==> config.mk <==
export PLATFORM = sky130hd
export DESIGN_NAME = lru_writeback_page_cache_top
export DESIGN_NICKNAME = d
export VERILOG_FILES = /design/src/rtl/core/lwpc_pkg.sv /design/src/rtl/core/lru_writeback_page_cache_top.sv /design/src/rtl/core/lwpc_out_reg.sv
export SDC_FILE = /design/constraint.sdc
export NUM_CORES = 2
export LEC_CHECK = 0
export CAP_MARGIN = 10
export CORE_MARGIN = 2
export CORE_UTILIZATION = 45
export DETAILED_ROUTE_END_ITERATION = 8
export DONT_BUFFER_PORTS = 1
export GPL_TIMING_DRIVEN = 0
export MAX_ROUTING_LAYER = met4
export PLACE_DENSITY = 0.66
export REMOVE_ABC_BUFFERS = 1
export SLEW_MARGIN = 20
export SYNTH_ARGS = -nofsm -noshare
export SYNTH_HDL_FRONTEND = slang
export SYNTH_SLANG_ARGS = --single-unit
export TNS_END_PERCENT = 10
==> constraint.sdc <==
create_clock -name clk -period 16 [get_ports clk]
set_input_delay 2.4 -clock clk [delete_from_list [all_inputs] [get_ports clk]]
set_output_delay 2.4 -clock clk [all_outputs]
set_load 0.02 [all_outputs]
==> src/rtl/core/lwpc_pkg.sv <==
// Shared types, codes and helpers of the LRU write-back page cache.
package lwpc_pkg;

  localparam int CNT_BITS   = 32;
  localparam int STAMP_BITS = 64;
  localparam int WAYS_BITS  = 5;
  localparam int CNT_W      = 7;
  localparam logic [WAYS_BITS-1:0] WAYS_RESET = 5'd16;

  typedef enum logic [1:0] {
    OP_READ  = 2'd0,
    OP_WRITE = 2'd1,
    OP_FILL  = 2'd2,
    OP_FLUSH = 2'd3
  } op_t;

  typedef enum logic [2:0] {
    K_READ_DATA  = 3'd0,
    K_WRITE_DONE = 3'd1,
    K_WRITEBACK  = 3'd2,
    K_FETCH      = 3'd3,
    K_FLUSH_DONE = 3'd4,
    K_REJECT     = 3'd5
  } kind_t;

  typedef enum logic [3:0] {
    S_IDLE,
    S_DISP,
    S_SCAN,
    S_DEC,
    S_WB,
    S_INST,
    S_FCNT,
    S_FEMIT,
    S_FDONE
  } state_t;

  // Saturating increment of an event counter
  function automatic logic [CNT_BITS-1:0] sat_inc(input logic [CNT_BITS-1:0] c);
    sat_inc = (&c) ? c : c + 1'b1;
  endfunction

  // Saturating add of a small count to an event counter
  function automatic logic [CNT_BITS-1:0] sat_add(input logic [CNT_BITS-1:0] c,
                                                  input logic [CNT_W-1:0] n);
    logic [CNT_BITS:0] s;
    s = {1'b0, c} + {{(CNT_BITS+1-CNT_W){1'b0}}, n};
    sat_add = s[CNT_BITS] ? {CNT_BITS{1'b1}} : s[CNT_BITS-1:0];
  endfunction

endpackage

==> src/rtl/core/lru_writeback_page_cache_top.sv <==
// Top level of the fully associative LRU write-back page cache.
//
// Channel  Dir  Handshake              Payload
// in_      in   in_tvalid/in_tready    tuser op, tdata page_id, write_data
// out_     out  out_tvalid/out_tready  tuser kind, tlast last, tdata rest
// cfg_     in   cfg_wr_en              cfg_wr_data active_ways
//
// Read and write step through accept (the idle state that takes the item),
// dispatch, one scan step per slot through the single tag/stamp read port and
// stamp comparator, decide and install. A dirty victim adds a writeback step
// before install. Flush runs a count pass, then an emit pass that sends a
// writeback for each valid dirty slot, then a done result. Fill and reject are answered in dispatch.
// Synchronous active-low reset; no clearing pass. A stalled output stalls the
// sequencer at its next result; in_tready is high only when idle.
module lru_writeback_page_cache_top #(
  parameter int SLOTS     = 16,
  parameter int DATA_BITS = 64,
  parameter int PAGE_BITS = 32
) (
  input  logic clk,
  input  logic rst_n,
  input  logic in_tvalid,
  output logic in_tready,
  // op
  input  logic [1:0] in_tuser,
  // page_id, write_data, zero pad
  input  logic [((PAGE_BITS + DATA_BITS + 7) / 8) * 8 - 1:0] in_tdata,
  output logic out_tvalid,
  input  logic out_tready,
  // kind
  output logic [2:0] out_tuser,
  output logic out_tlast,
  // page_out, data_out, was_hit, hit_count, miss_count, eviction_count,
  // writeback_count, zero pad
  output logic [((PAGE_BITS + DATA_BITS + 1 + 4 * lwpc_pkg::CNT_BITS + 7) / 8) * 8 - 1:0]
               out_tdata,
  input  logic cfg_wr_en,
  input  logic [lwpc_pkg::WAYS_BITS-1:0] cfg_wr_data
);

  localparam int IN_W   = ((PAGE_BITS + DATA_BITS + 7) / 8) * 8;
  localparam int OUT_RAW = PAGE_BITS + DATA_BITS + 1 + 4 * lwpc_pkg::CNT_BITS;
  localparam int OUT_W  = ((OUT_RAW + 7) / 8) * 8;
  localparam int IW     = (SLOTS > 1) ? $clog2(SLOTS) : 1;
  localparam int CW     = lwpc_pkg::CNT_W;
  localparam int SB     = lwpc_pkg::STAMP_BITS;
  localparam int NB     = lwpc_pkg::CNT_BITS;
  localparam int RES_W  = OUT_W + 3 + 1;
  localparam logic [IW-1:0] LAST_IDX = IW'(SLOTS - 1);

  // Slot storage
  logic [PAGE_BITS-1:0] tag_r   [SLOTS];
  logic [DATA_BITS-1:0] data_r  [SLOTS];
  logic [SB-1:0]        stamp_r [SLOTS];
  logic [SLOTS-1:0]     valid_r;
  logic [SLOTS-1:0]     dirty_r;

  // Control and counters
  lwpc_pkg::state_t state_r, state_nxt;
  logic [lwpc_pkg::WAYS_BITS-1:0] ways_r;
  logic [SB-1:0]        clk_r;
  logic                 pend_r;
  logic [IW-1:0]        pend_slot_r;
  logic [NB-1:0]        hits_r, misses_r, evicts_r, wbs_r;

  // Current item
  logic [1:0]           op_r;
  logic [PAGE_BITS-1:0] page_r;
  logic [DATA_BITS-1:0] wdata_r;

  // Scan results
  logic [IW-1:0]        idx_r;
  logic                 hit_r;
  logic [IW-1:0]        hit_idx_r;
  logic                 free_found_r;
  logic [IW-1:0]        free_idx_r;
  logic                 vic_found_r;
  logic [IW-1:0]        vic_idx_r;
  logic [SB-1:0]        vic_stamp_r;
  logic [CW-1:0]        used_r;
  logic [CW-1:0]        dcnt_r;
  logic [IW-1:0]        slot_r;

  // Shared read port
  logic [IW-1:0]        rd_idx;
  logic [PAGE_BITS-1:0] rd_tag;
  logic [DATA_BITS-1:0] rd_data;
  logic [SB-1:0]        rd_stamp;
  logic                 rd_valid, rd_dirty;

  // Result producer
  logic                 res_valid, res_ready;
  logic [2:0]           res_kind;
  logic [PAGE_BITS-1:0] res_page;
  logic [DATA_BITS-1:0] res_data;
  logic                 res_hit, res_last;
  logic [OUT_W-1:0]     res_tdata;
  logic [RES_W-1:0]     res_bus, q_bus;

  logic                 in_fire, scan_end, is_reject, miss_free, miss_evict;
  logic [CW-1:0]        eff_ways;
  logic [1:0]           in_op;

  assign in_op     = in_tuser;
  assign in_tready = (state_r == lwpc_pkg::S_IDLE);
  assign in_fire   = in_tvalid && in_tready;
  assign scan_end  = (idx_r == LAST_IDX);
  assign is_reject = pend_r != (op_r == lwpc_pkg::OP_FILL);

  // Clamp active ways to one..SLOTS
  always_comb begin
    if (ways_r == '0) begin
      eff_ways = CW'(1);
    end else if (CW'(ways_r) > CW'(SLOTS)) begin
      eff_ways = CW'(SLOTS);
    end else begin
      eff_ways = CW'(ways_r);
    end
  end

  assign miss_free  = (used_r < eff_ways) && free_found_r;
  assign miss_evict = !miss_free && vic_found_r;

  // Select the slot addressed by the current step
  always_comb begin
    case (state_r)
      lwpc_pkg::S_DISP: rd_idx = pend_slot_r;
      lwpc_pkg::S_WB,
      lwpc_pkg::S_INST: rd_idx = slot_r;
      default:          rd_idx = idx_r;
    endcase
  end

  assign rd_tag   = tag_r[rd_idx];
  assign rd_data  = data_r[rd_idx];
  assign rd_stamp = stamp_r[rd_idx];
  assign rd_valid = valid_r[rd_idx];
  assign rd_dirty = dirty_r[rd_idx];

  // Next state
  always_comb begin
    state_nxt = state_r;
    case (state_r)
      lwpc_pkg::S_IDLE: begin
        if (in_fire) state_nxt = lwpc_pkg::S_DISP;
      end
      lwpc_pkg::S_DISP: begin
        if (is_reject || op_r == lwpc_pkg::OP_FILL) begin
          if (res_ready) state_nxt = lwpc_pkg::S_IDLE;
        end else if (op_r == lwpc_pkg::OP_FLUSH) begin
          state_nxt = lwpc_pkg::S_FCNT;
        end else begin
          state_nxt = lwpc_pkg::S_SCAN;
        end
      end
      lwpc_pkg::S_SCAN: begin
        if (scan_end) state_nxt = lwpc_pkg::S_DEC;
      end
      lwpc_pkg::S_DEC: begin
        if (!hit_r && miss_evict && dirty_r[vic_idx_r]) state_nxt = lwpc_pkg::S_WB;
        else state_nxt = lwpc_pkg::S_INST;
      end
      lwpc_pkg::S_WB: begin
        if (res_ready) state_nxt = lwpc_pkg::S_INST;
      end
      lwpc_pkg::S_INST: begin
        if (res_ready) state_nxt = lwpc_pkg::S_IDLE;
      end
      lwpc_pkg::S_FCNT: begin
        if (scan_end) state_nxt = lwpc_pkg::S_FEMIT;
      end
      lwpc_pkg::S_FEMIT: begin
        if (scan_end && (!(rd_valid && rd_dirty) || res_ready)) begin
          state_nxt = lwpc_pkg::S_FDONE;
        end
      end
      lwpc_pkg::S_FDONE: begin
        if (res_ready) state_nxt = lwpc_pkg::S_IDLE;
      end
      default: state_nxt = lwpc_pkg::S_IDLE;
    endcase
  end

  // Result fields for each step
  always_comb begin
    res_valid = 1'b0;
    res_kind  = lwpc_pkg::K_READ_DATA;
    res_page  = '0;
    res_data  = '0;
    res_hit   = 1'b0;
    res_last  = 1'b1;
    case (state_r)
      lwpc_pkg::S_DISP: begin
        if (is_reject) begin
          res_valid = 1'b1;
          res_kind  = lwpc_pkg::K_REJECT;
          res_page  = page_r;
        end else if (op_r == lwpc_pkg::OP_FILL) begin
          res_valid = 1'b1;
          res_kind  = lwpc_pkg::K_READ_DATA;
          res_page  = rd_tag;
          res_data  = wdata_r;
        end
      end
      lwpc_pkg::S_WB,
      lwpc_pkg::S_FEMIT: begin
        res_valid = (state_r == lwpc_pkg::S_WB) || (rd_valid && rd_dirty);
        res_kind  = lwpc_pkg::K_WRITEBACK;
        res_page  = rd_tag;
        res_data  = rd_data;
        res_last  = 1'b0;
      end
      lwpc_pkg::S_INST: begin
        res_valid = 1'b1;
        res_page  = page_r;
        res_hit   = hit_r;
        if (op_r == lwpc_pkg::OP_WRITE) begin
          res_kind = lwpc_pkg::K_WRITE_DONE;
          res_data = wdata_r;
        end else if (hit_r) begin
          res_kind = lwpc_pkg::K_READ_DATA;
          res_data = rd_data;
        end else begin
          res_kind = lwpc_pkg::K_FETCH;
        end
      end
      lwpc_pkg::S_FDONE: begin
        res_valid = 1'b1;
        res_kind  = lwpc_pkg::K_FLUSH_DONE;
      end
      default: begin
        res_valid = 1'b0;
      end
    endcase
  end

  // Pack the result: tdata, then kind, then last
  always_comb begin
    res_tdata = '0;
    res_tdata[OUT_RAW-1:0] = {wbs_r, evicts_r, misses_r, hits_r, res_hit, res_data, res_page};
  end
  assign res_bus = {res_last, res_kind, res_tdata};

  lwpc_out_reg #(
    .W (RES_W)
  ) u_out (
    .clk      (clk),
    .rst_n    (rst_n),
    .ld_valid (res_valid),
    .ld_ready (res_ready),
    .ld_data  (res_bus),
    .q_valid  (out_tvalid),
    .q_ready  (out_tready),
    .q_data   (q_bus)
  );

  assign out_tdata = q_bus[OUT_W-1:0];
  assign out_tuser = q_bus[OUT_W+2:OUT_W];
  assign out_tlast = q_bus[RES_W-1];

  // Advance the sequencer
  always_ff @(posedge clk) begin
    if (!rst_n) state_r <= lwpc_pkg::S_IDLE;
    else        state_r <= state_nxt;
  end

  // Configuration register
  always_ff @(posedge clk) begin
    if (!rst_n)         ways_r <= lwpc_pkg::WAYS_RESET;
    else if (cfg_wr_en) ways_r <= cfg_wr_data;
  end

  // Control state: valid, dirty, clock, pending fill, counters
  always_ff @(posedge clk) begin
    if (!rst_n) begin
      valid_r     <= '0;
      dirty_r     <= '0;
      clk_r       <= '0;
      pend_r      <= 1'b0;
      pend_slot_r <= '0;
      hits_r      <= '0;
      misses_r    <= '0;
      evicts_r    <= '0;
      wbs_r       <= '0;
    end else begin
      case (state_r)
        lwpc_pkg::S_DISP: begin
          if (!is_reject && op_r == lwpc_pkg::OP_FILL && res_ready) begin
            valid_r[pend_slot_r] <= 1'b1;
            dirty_r[pend_slot_r] <= 1'b0;
            pend_r               <= 1'b0;
          end else if (!is_reject && op_r != lwpc_pkg::OP_FLUSH &&
                       op_r != lwpc_pkg::OP_FILL) begin
            clk_r <= clk_r + 1'b1;
          end
        end
        lwpc_pkg::S_DEC: begin
          if (hit_r) begin
            hits_r <= lwpc_pkg::sat_inc(hits_r);
          end else begin
            misses_r <= lwpc_pkg::sat_inc(misses_r);
            if (miss_evict) begin
              evicts_r <= lwpc_pkg::sat_inc(evicts_r);
              if (dirty_r[vic_idx_r]) wbs_r <= lwpc_pkg::sat_inc(wbs_r);
              valid_r[vic_idx_r] <= 1'b0;
              dirty_r[vic_idx_r] <= 1'b0;
            end
          end
        end
        lwpc_pkg::S_INST: begin
          if (res_ready) begin
            if (op_r == lwpc_pkg::OP_WRITE) begin
              valid_r[slot_r] <= 1'b1;
              dirty_r[slot_r] <= 1'b1;
            end else if (!hit_r) begin
              valid_r[slot_r] <= 1'b0;
              dirty_r[slot_r] <= 1'b0;
              pend_r          <= 1'b1;
              pend_slot_r     <= slot_r;
            end
          end
        end
        lwpc_pkg::S_FCNT: begin
          if (scan_end) begin
            wbs_r <= lwpc_pkg::sat_add(wbs_r, dcnt_r + CW'(rd_valid && rd_dirty));
          end
        end
        lwpc_pkg::S_FEMIT: begin
          if (rd_valid && rd_dirty && res_ready) dirty_r[idx_r] <= 1'b0;
        end
        default: begin
          pend_r <= pend_r;
        end
      endcase
    end
  end

  // Item latch, scan unit and slot payload
  always_ff @(posedge clk) begin
    case (state_r)
      lwpc_pkg::S_IDLE: begin
        if (in_fire) begin
          op_r    <= in_op;
          page_r  <= in_tdata[PAGE_BITS-1:0];
          wdata_r <= in_tdata[PAGE_BITS+DATA_BITS-1:PAGE_BITS];
        end
      end
      lwpc_pkg::S_DISP: begin
        idx_r        <= '0;
        hit_r        <= 1'b0;
        free_found_r <= 1'b0;
        vic_found_r  <= 1'b0;
        used_r       <= '0;
        dcnt_r       <= '0;
        if (!is_reject && op_r == lwpc_pkg::OP_FILL && res_ready) begin
          data_r[pend_slot_r] <= wdata_r;
        end
      end
      lwpc_pkg::S_SCAN: begin
        idx_r <= idx_r + 1'b1;
        if (rd_valid) begin
          used_r <= used_r + 1'b1;
          if (!hit_r && rd_tag == page_r) begin
            hit_r     <= 1'b1;
            hit_idx_r <= idx_r;
          end
          if (!vic_found_r || rd_stamp < vic_stamp_r) begin
            vic_found_r <= 1'b1;
            vic_idx_r   <= idx_r;
            vic_stamp_r <= rd_stamp;
          end
        end else if (!free_found_r) begin
          free_found_r <= 1'b1;
          free_idx_r   <= idx_r;
        end
      end
      lwpc_pkg::S_DEC: begin
        if (hit_r)           slot_r <= hit_idx_r;
        else if (miss_free)  slot_r <= free_idx_r;
        else if (miss_evict) slot_r <= vic_idx_r;
        else if (free_found_r) slot_r <= free_idx_r;
        else                 slot_r <= '0;
      end
      lwpc_pkg::S_INST: begin
        if (res_ready) begin
          stamp_r[slot_r] <= clk_r;
          if (!hit_r) tag_r[slot_r] <= page_r;
          if (op_r == lwpc_pkg::OP_WRITE) data_r[slot_r] <= wdata_r;
        end
      end
      lwpc_pkg::S_FCNT: begin
        if (rd_valid && rd_dirty) dcnt_r <= dcnt_r + 1'b1;
        idx_r <= scan_end ? '0 : idx_r + 1'b1;
      end
      lwpc_pkg::S_FEMIT: begin
        if (!(rd_valid && rd_dirty) || res_ready) idx_r <= idx_r + 1'b1;
      end
      default: begin
        idx_r <= idx_r;
      end
    endcase
  end

endmodule

==> src/rtl/core/lwpc_out_reg.sv <==
// Output holding register that decouples result production from the sink.
module lwpc_out_reg #(
  parameter int W = 8
) (
  input  logic         clk,
  input  logic         rst_n,
  input  logic         ld_valid,
  output logic         ld_ready,
  input  logic [W-1:0] ld_data,
  output logic         q_valid,
  input  logic         q_ready,
  output logic [W-1:0] q_data
);

  logic         valid_r;
  logic [W-1:0] data_r;

  assign ld_ready = !valid_r || q_ready;
  assign q_valid  = valid_r;
  assign q_data   = data_r;

  // Hold a result until its transfer, load the next one behind it
  always_ff @(posedge clk) begin
    if (!rst_n) begin
      valid_r <= 1'b0;
    end else if (ld_ready) begin
      valid_r <= ld_valid;
    end
  end

  always_ff @(posedge clk) begin
    if (ld_ready && ld_valid) begin
      data_r <= ld_data;
    end
  end

endmodule

# Word level (Yosys, flattened, before mapping)
# Memories as Yosys holds them, arrays and structs flattened.
# Index checks and enable logic that the tools add are counted.
[classes] add_sub_neg=10 n_lt_le_gt_ge=12 n_eq_ne=37 muxes=106 bitwise_logic=21 reduce_logical=66
[op_table] cell="64-bit two-way mux" n=5
[op_table] cell="32-bit two-way mux" n=8
[op_table] cell="16-bit two-way mux" n=13
[op_table] cell="64-bit case mux with 3 select lines" n=1
[op_table] cell="32-bit by 1-bit adder with 32-bit output (second input constant)" n=4
[op_table] cell="32-bit AND reduction" n=4
[op_table] cell="16-bit bitwise AND" n=6
[op_table] cell="32-bit case mux with 3 select lines" n=1
[op_table] cell="64-bit by 1-bit adder with 64-bit output (second input constant)" n=1
[op_table] cell="64-bit < comparator" n=1
[op_table] cell="16-bit NOT" n=4
[op_table] cell="16-bit case mux with 4 select lines" n=1
[op_table] cell="32-bit case mux with 2 select lines" n=1
[op_table] cell="64-bit OR reduction" n=1
[op_table] cell="4-bit two-way mux" n=14
[op_table] cell="16-bit OR" n=3
[op_table] cell="16-bit case mux with 3 select lines" n=1
[op_table] cell="2-bit != test (second input constant)" n=21
[op_table] cell="1-bit two-way mux" n=35
[op_table] cell="32-bit by 7-bit adder with 33-bit output" n=1
[op_table] cell="32-bit equality test" n=1
[op_table] cell="4-bit case mux with 8 select lines" n=1
[op_table] cell="7-bit case mux with 2 select lines" n=2
[op_table] cell="4-bit by 5-bit < comparator with 1-bit output (second input constant)" n=5
[op_table] cell="other kinds (42)" n=117
[totals] regBits=667 ram_bits=2560 in_bits=108 output_inout_bits=238 elab_cells=283 n_memories=3
[memory_table] name="data_r" words=16 width=64 rd=1 rd_ports_with_merged_regs=0 write_ports=1 line_no="lru_writeback_page_cache_top.sv:53" source="logic [DATA_BITS-1:0] data_r [SLOTS];"
[memory_table] name="stamp_r" words=16 width=64 rd=1 rd_ports_with_merged_regs=0 write_ports=1 line_no="lru_writeback_page_cache_top.sv:54" source="logic [SB-1:0] stamp_r [SLOTS];"
[memory_table] name="tag_r" words=16 width=32 rd=1 rd_ports_with_merged_regs=0 write_ports=1 line_no="lru_writeback_page_cache_top.sv:52" source="logic [PAGE_BITS-1:0] tag_r [SLOTS];"

# Depth between registers and ports, before layout
[depth] depth_word=11 mapped_depth=29 mapped_depth_nobuf=23

# Cells and area by module
# From an unflattened synthesis, not the netlist that was laid out.
[unflattened] hier_cells=9924 area_unflattened_um2=130316.2
[modules_own_cells] mod="lru_writeback_page_cache_top" instances=1 cells_each=9683 area_each_um2=123171.9 seq_area_each_um2=87614.0
[modules_own_cells] mod="lwpc_out_reg" instances=1 cells_each=241 area_each_um2=7144.4 seq_area_each_um2=7106.8

# Worst setup path before layout
# OpenSTA, ideal clock, no wires.
[synth_timing] kind="input port to flip-flop" start="in out_tready" end="reg u_out.data_r[0], in the netlist u_out.q_data[0], enable pin" setup_ns=0.955 arrival_ns=13.872 t_required_ns=15.045 setup_slack_ns=1.174 cell_stages=2 n_path_buf=0 cell_sequence="nor2b_1 a31oi_1"
[synth_between] elab_chain_len=2
[synth_rtl] element="from (decl)" line_no="lru_writeback_page_cache_top.sv:29" source="input logic out_tready,"
[synth_rtl] element="1-bit logical OR" line_no="lwpc_out_reg.sv:18" source="assign ld_ready = !valid_r || q_ready;"
[synth_rtl] element="1-bit logical AND" line_no="lwpc_out_reg.sv:32" source="if (ld_ready && ld_valid) begin"
[synth_rtl] element="to (signal assigned)" line_no="lwpc_out_reg.sv:33" source="data_r <= ld_data;"
[synth_rtl] element="to (decl)" line_no="lwpc_out_reg.sv:16" source="logic [W-1:0] data_r;"
# No other way between the ends.
# A chain may end at the register's enable or synchronous reset.

# Worst setup path in the final report
[layout_timing] start="reg state_r[1]" end="reg wbs_r[27]"
[layout_between] elab_chain_len=11 elab_cells_between_ends=24
[layout_rtl] element="from (decl)" line_no="lru_writeback_page_cache_top.sv:59" source="lwpc_pkg::state_t state_r, state_nxt;"
[layout_rtl] element="from (signal assigned)" line_no="lru_writeback_page_cache_top.sv:263" source="if (!rst_n) state_r <= lwpc_pkg::S_IDLE;"
[layout_rtl] element="from (signal assigned)" line_no="lru_writeback_page_cache_top.sv:264" source="else state_r <= state_nxt;"
[layout_rtl] element="4-bit by 3-bit equality test with 1-bit output" line_no="lru_writeback_page_cache_top.sv:126" source="case (state_r)"
[layout_rtl] element="2-bit OR reduction" line_no="lru_writeback_page_cache_top.sv:126"
[layout_rtl] element="4-bit case mux with 2 select lines" line_no="lru_writeback_page_cache_top.sv:126"
[layout_rtl] element="1-bit binary-select mux with 4-bit select, on equally long branches" line_no="lru_writeback_page_cache_top.sv:137, lru_writeback_page_cache_top.sv:138"
[layout_rtl] element="1-bit two-way mux, on equally long branches" line_no="lru_writeback_page_cache_top.sv:137, lru_writeback_page_cache_top.sv:138"
[layout_rtl] element="1-bit logical AND" line_no="lru_writeback_page_cache_top.sv:325" source="wbs_r <= lwpc_pkg::sat_add(wbs_r, dcnt_r + CW'(rd_valid && rd_dirty));"
[layout_rtl] element="7-bit by 1-bit adder with 7-bit output" line_no="lru_writeback_page_cache_top.sv:325"
[layout_rtl] element="32-bit by 7-bit adder with 33-bit output" line_no="lwpc_pkg.sv:47" source="s = {1'b0, c} + {{(CNT_BITS+1-CNT_W){1'b0}}, n};"
[layout_rtl] element="32-bit two-way mux" line_no="lwpc_pkg.sv:48" source="sat_add = s[CNT_BITS] ? {CNT_BITS{1'b1}} : s[CNT_BITS-1:0];"
[layout_rtl] element="32-bit two-way mux" line_no="lru_writeback_page_cache_top.sv:324" source="if (scan_end) begin"
[layout_rtl] element="32-bit case mux with 2 select lines" line_no="lru_writeback_page_cache_top.sv:286" source="case (state_r)"
[layout_rtl] element="to (signal assigned)" line_no="lru_writeback_page_cache_top.sv:304" source="if (dirty_r[vic_idx_r]) wbs_r <= lwpc_pkg::sat_inc(wbs_r);"
[layout_rtl] element="to (signal assigned)" line_no="lru_writeback_page_cache_top.sv:325"
[layout_rtl] element="to (decl)" line_no="lru_writeback_page_cache_top.sv:64" source="logic [NB-1:0] hits_r, misses_r, evicts_r, wbs_r;"
# Several ways; a longest one is shown, not always the timed one. The select of a mux whose other input is x is not followed.

==> impl_metrics.py <==
metrics = {
    "status": {
        "status": "finished clean",
    },
    "yosys": {
        "yosysWarnings": 0,
        "synth_edf_count": 2988,
        "ys_seq_area_share_pct": 72.23,
        "async_flop_share_pct": 0,
        "synth_area_leader_cell": "edfxtp_1",
        "postSynthAreaPerCell_um2": 12.60,
        "syn-cell-area_um2": 130900,
        "yosysUniqueCellTypes": 93,
        "syn-instance-count": 10385,
        "ys_top_cells_by_area": "edfxtp_1 (69%), nand2_1 (7.5%), nand3_1 (6.0%)",
        "ys_seq_elements": 3227,
        "synth_top_flop_cell": "edfxtp_1",
        "synth_top_area_share_pct": 68.57,
    },
    "clock_network": {
        "cts_made_buffers": 333,
        "cts_setup_buffers": 0,
        "clkSinkCount": 3227,
        "path_clk_slew_ps": 60,
        "cts_tree": "yes",
        "cts.hold.buffers_added": 0,
        "cts_resized": 0,
        "root_buffer": "clkbuf_16",
        "insertion_delay_ps": 940,
        "cts_max_level": 5,
        "clk_path_buf_depth": 4,
    },
    "final_layout": {
        "layout.nets": 10621,
        "final_area_um2": 152700,
        "drive_above_1_share_pct": 9.266,
        "area_growth_pct": 16.66,
    },
    "placed_design": {
        "hpwlAfterDp_um": 218100,
        "portBuffers": 0,
        "preCtsSetupSlack_ps": 7473,
        "routabilityCongestion": 0.8849,
        "place_area_um2": 141600,
    },
    "power_and_ir_drop": {
        "peakVddDrop_v": 0.0001062,
        "p_clk_share_pct": 34.2,
        "p_leak_nw": 53.62,
        "p_int_mw": 15.69,
        "total_power_mw": 22.59,
        "power_density_nw_per_um2": 148.0,
        "combPwrFrac_pct": 21.9,
        "p_switching_mw": 6.896,
        "netSwitchingFraction_pct": 30.53,
        "seqPwrFrac_pct": 43.9,
    },
    "worst_setup_path": {
        "crit_chain": "or2_1 -> a21o_2 -> nand2_8 -> buf_16 -> buf_16 -> mux4_2 -> mux2i_1 -> o211ai_1 -> nand3_1 -> inv_1 -> ha_1 -> ha_1 -> xor2_1 -> ha_1 -> nor2b_1 -> o21ai_0 -> a21oi_1 -> o21ai_0 -> a21oi_1 -> o211a_1 -> nor2_1 -> nand3_1 -> o2111ai_1 -> o41ai_1",
        "critPathArrivalTime_ps": 9560,
        "slowest_stage": "or2_1",
        "reg2reg_depth": 24,
        "cp.required_ps": 16800,
        "timing.reg2reg.setup_slack_ps": 7250,
        "worst-setup-path-type": "reg -> reg",
        "reg2reg_from": "state_r[1]",
        "max_stage_delay_ps": 770,
        "path_common_cell": "ha_1",
        "end_kind": "register",
        "reg2reg_to": "wbs_r[27]",
        "cp-start-kind": "register",
        "path_max_fanout": 81,
    },
    "sta": {
        "rsz0062_at_grt": "no",
        "worstMarginPinSlew_ps": 1181,
        "max_freq_mhz": 114.3,
        "whs_ps": 444.8,
        "final.setup.tns_ps": 0,
        "fin_worst_skew_ps": 85.61,
        "hold_viol": 0,
        "slew_violations": 0,
        "slew_headroom_pct": 21.00,
        "post-route-period-util_pct": 54.70,
        "setup_slack_ps": 7247,
        "setup_viol": 0,
        "period_minus_slack_ps": 8753,
    },
    "drt": {
        "wirelength_um": 353800,
        "drt_first_pass_iters": 8,
        "via_count": 86133,
        "vias_per_cell": 5.895,
        "antenna_left": 0,
        "wire_per_inst_um": 24.21,
        "drtIter0Drc": 9598,
        "drc": 0,
    },
    "flow_run": {
        "drv_cap": 0,
    },
    "grt": {
        "gr-total-overflow": 0,
        "grt_pass1_vias": 83711,
        "antenna_found_initial": 43,
        "grt_max_degree": 106,
        "grt_pass1_wl_um": 524700,
        "track_usage_pct": 24.06,
    },
    "hold_path": {
        "holdPathEnd": "u_out.q_data[192]",
        "holdPathStages": 0,
        "min_from": "evicts_r[31]",
        "hold_class": "reg -> reg",
    },
    "die": {
        "io-pin-count": 346,
        "die-area_um2": 295100,
        "die_w_um": 543.2,
        "core-area_um2": 288600,
        "fp.dieH_um": 543.2,
        "fp-row-count": 197,
        "initial_utilization_pct": 45.33,
    },
}
==> synthesized netlist by cell type (all sizes together) (7+ instances only) <==
cell / n
nor4: 12
nand3: 1570
o32ai: 7
nand3b: 8
and2: 33
a311oi: 78
o31ai: 16
nor2b: 23
a32oi: 55
xor2: 130
a211oi: 57
mux2i: 62
a211o: 7
a22o: 18
o221a: 19
o311ai: 8
dfxtp: 239
or3: 42
nand4: 68
ha: 89
nand2: 2615
clkbuf: 373
edfxtp: 2988
xnor2: 68
and4: 12
inv: 103
a32o: 21
buf: 267
o211ai: 23
a21o: 32
o22ai: 12
o2111ai: 8
o21ai: 238
nand2b: 25
and3: 154
nor3: 52
a21oi: 296
a22oi: 28
nor2: 311
a31oi: 99
mux4: 38
or2: 8
==> critical path: cells and delay by family (launching register included) <==
family / cells / cell delay [ps]
AND/OR/NAND/NOR: 6 / 2800
buffers and inverters: 3 / 790
AO/OA/AOI/OAI: 9 / 2790
flip-flops: 1 / 690
adder cells (fa/ha/maj): 3 / 740
XOR/XNOR: 1 / 190
multiplexers: 2 / 490
==> worst max-delay path by stage <==
stage / start / to
after floorplan: state_r[2] / u_out.q_data[0]
after global placement: state_r[2] / u_out.q_data[73]
after detailed placement: state_r[3] / wbs_r[20]
after CTS: state_r[3] / wbs_r[16]
after global routing: state_r[3] / wbs_r[18]
final: state_r[1] / wbs_r[27]
==> through the flow <==
step / instances / utilization (%)
2_1_floorplan: 9751 / -
3_3_place_gp: 13631 / 46.08
3_5_place_dp: 13968 / 49.07
4_1_cts: 14575 / 52.85
5_1_grt: 14605 / 52.88
6_report: 14611 / 52.89
==> cell families (layout without fill, tap and decap cells) <==
kind of cell,count (synthesis),after routing,share of synthesized area (%)
adders and majority gates,90,90,0.8663
other,1,43,0.002866
AOI/OAI and AO/OA,1076,1076,5.416
buffers and inverters,744,1048,2.389
and+or+nand+nor,4946,4946,16.62
muxes,103,103,1.154
xor gates and xnor gates,198,198,1.325
DFF,3227,3227,72.23
==> registers in the layout, summed over array words and instances (netlist names), 5 cells and up, named ones only <==
| name | cells |
|---|---|
| vic_stamp_r | 64 |
| wdata_r | 64 |
| ways_r | 5 |
| data_r | 1024 |
| tag_r | 512 |
| wbs_r | 32 |
| dcnt_r | 7 |
| valid_r | 16 |
| page_r | 32 |
| hits_r | 32 |
| u_out.q_data | 229 |
| used_r | 7 |
| misses_r | 32 |
| evicts_r | 32 |
| stamp_r | 1024 |
| clk_r | 64 |
==> final cells by class <==
| class | count | area, µm² |
|---|---|---|
| Fill cell | 23254 | 136000 |
| Inverter | 104 | 397.9 |
| Clock inverter | 198 | 2073 |
| Timing Repair Buffer | 337 | 8089 |
| Sequential cell | 3227 | 94510 |
| Tap cell | 3880 | 4855 |
| Antenna cell | 36 | 90.09 |
| Clock buffer | 409 | 8848 |
| Multi-Input combinational cell | 6420 | 33790 |
==> power by group through the flow <==
stage | Sequential (mW) | Combinational (mW) | Clock (mW)
CTS | 9.91 | 4.93 | 7.83
global placement | 10.2 | 6.22 | 0
global route | 9.94 | 5.36 | 8.16
detailed placement | 10.1 | 4.89 | 0
finish | 9.91 | 4.95 | 7.73
floorplan | 10.0 | 4.21 | 0
==> per-layer routing <==
metal	share of wire, %	routed length, µm	global-route usage (%)	vias up
met5	0	0	-	-
met4	3.3	11610	8.048	0
met3	9.1	32020	4.146	803
met2	48	170200	38.52	4100
met1	40	139900	31.13	43012
li1	-	-	-	38218
==> placed cells by master (no fill, tap or decap), drive strengths merged, types with 16 or more instances in the layout <==
master and count:
o31ai 16, dfxtp 239, xnor2 68, a21o 32, nand3 1570, a22o 18, clkbuf 409, clkinv 133
mux4 38, edfxtp 2988, nand4 68, a22oi 28, and2 33, inv 120, o211ai 23, ha 89
mux2i 62, clkinvlp 20, and3 154, bufinv 29, a311oi 78, o21ai 238, buf 337, a211oi 57
or3 42, nor3 52, a32oi 55, diode 36, a31oi 99, nor2 311, a21oi 296, nand2b 25
o221a 19, nor2b 23, xor2 130, a32o 21, nand2 2615
Note: power is estimated with default switching activity, not from simulation.
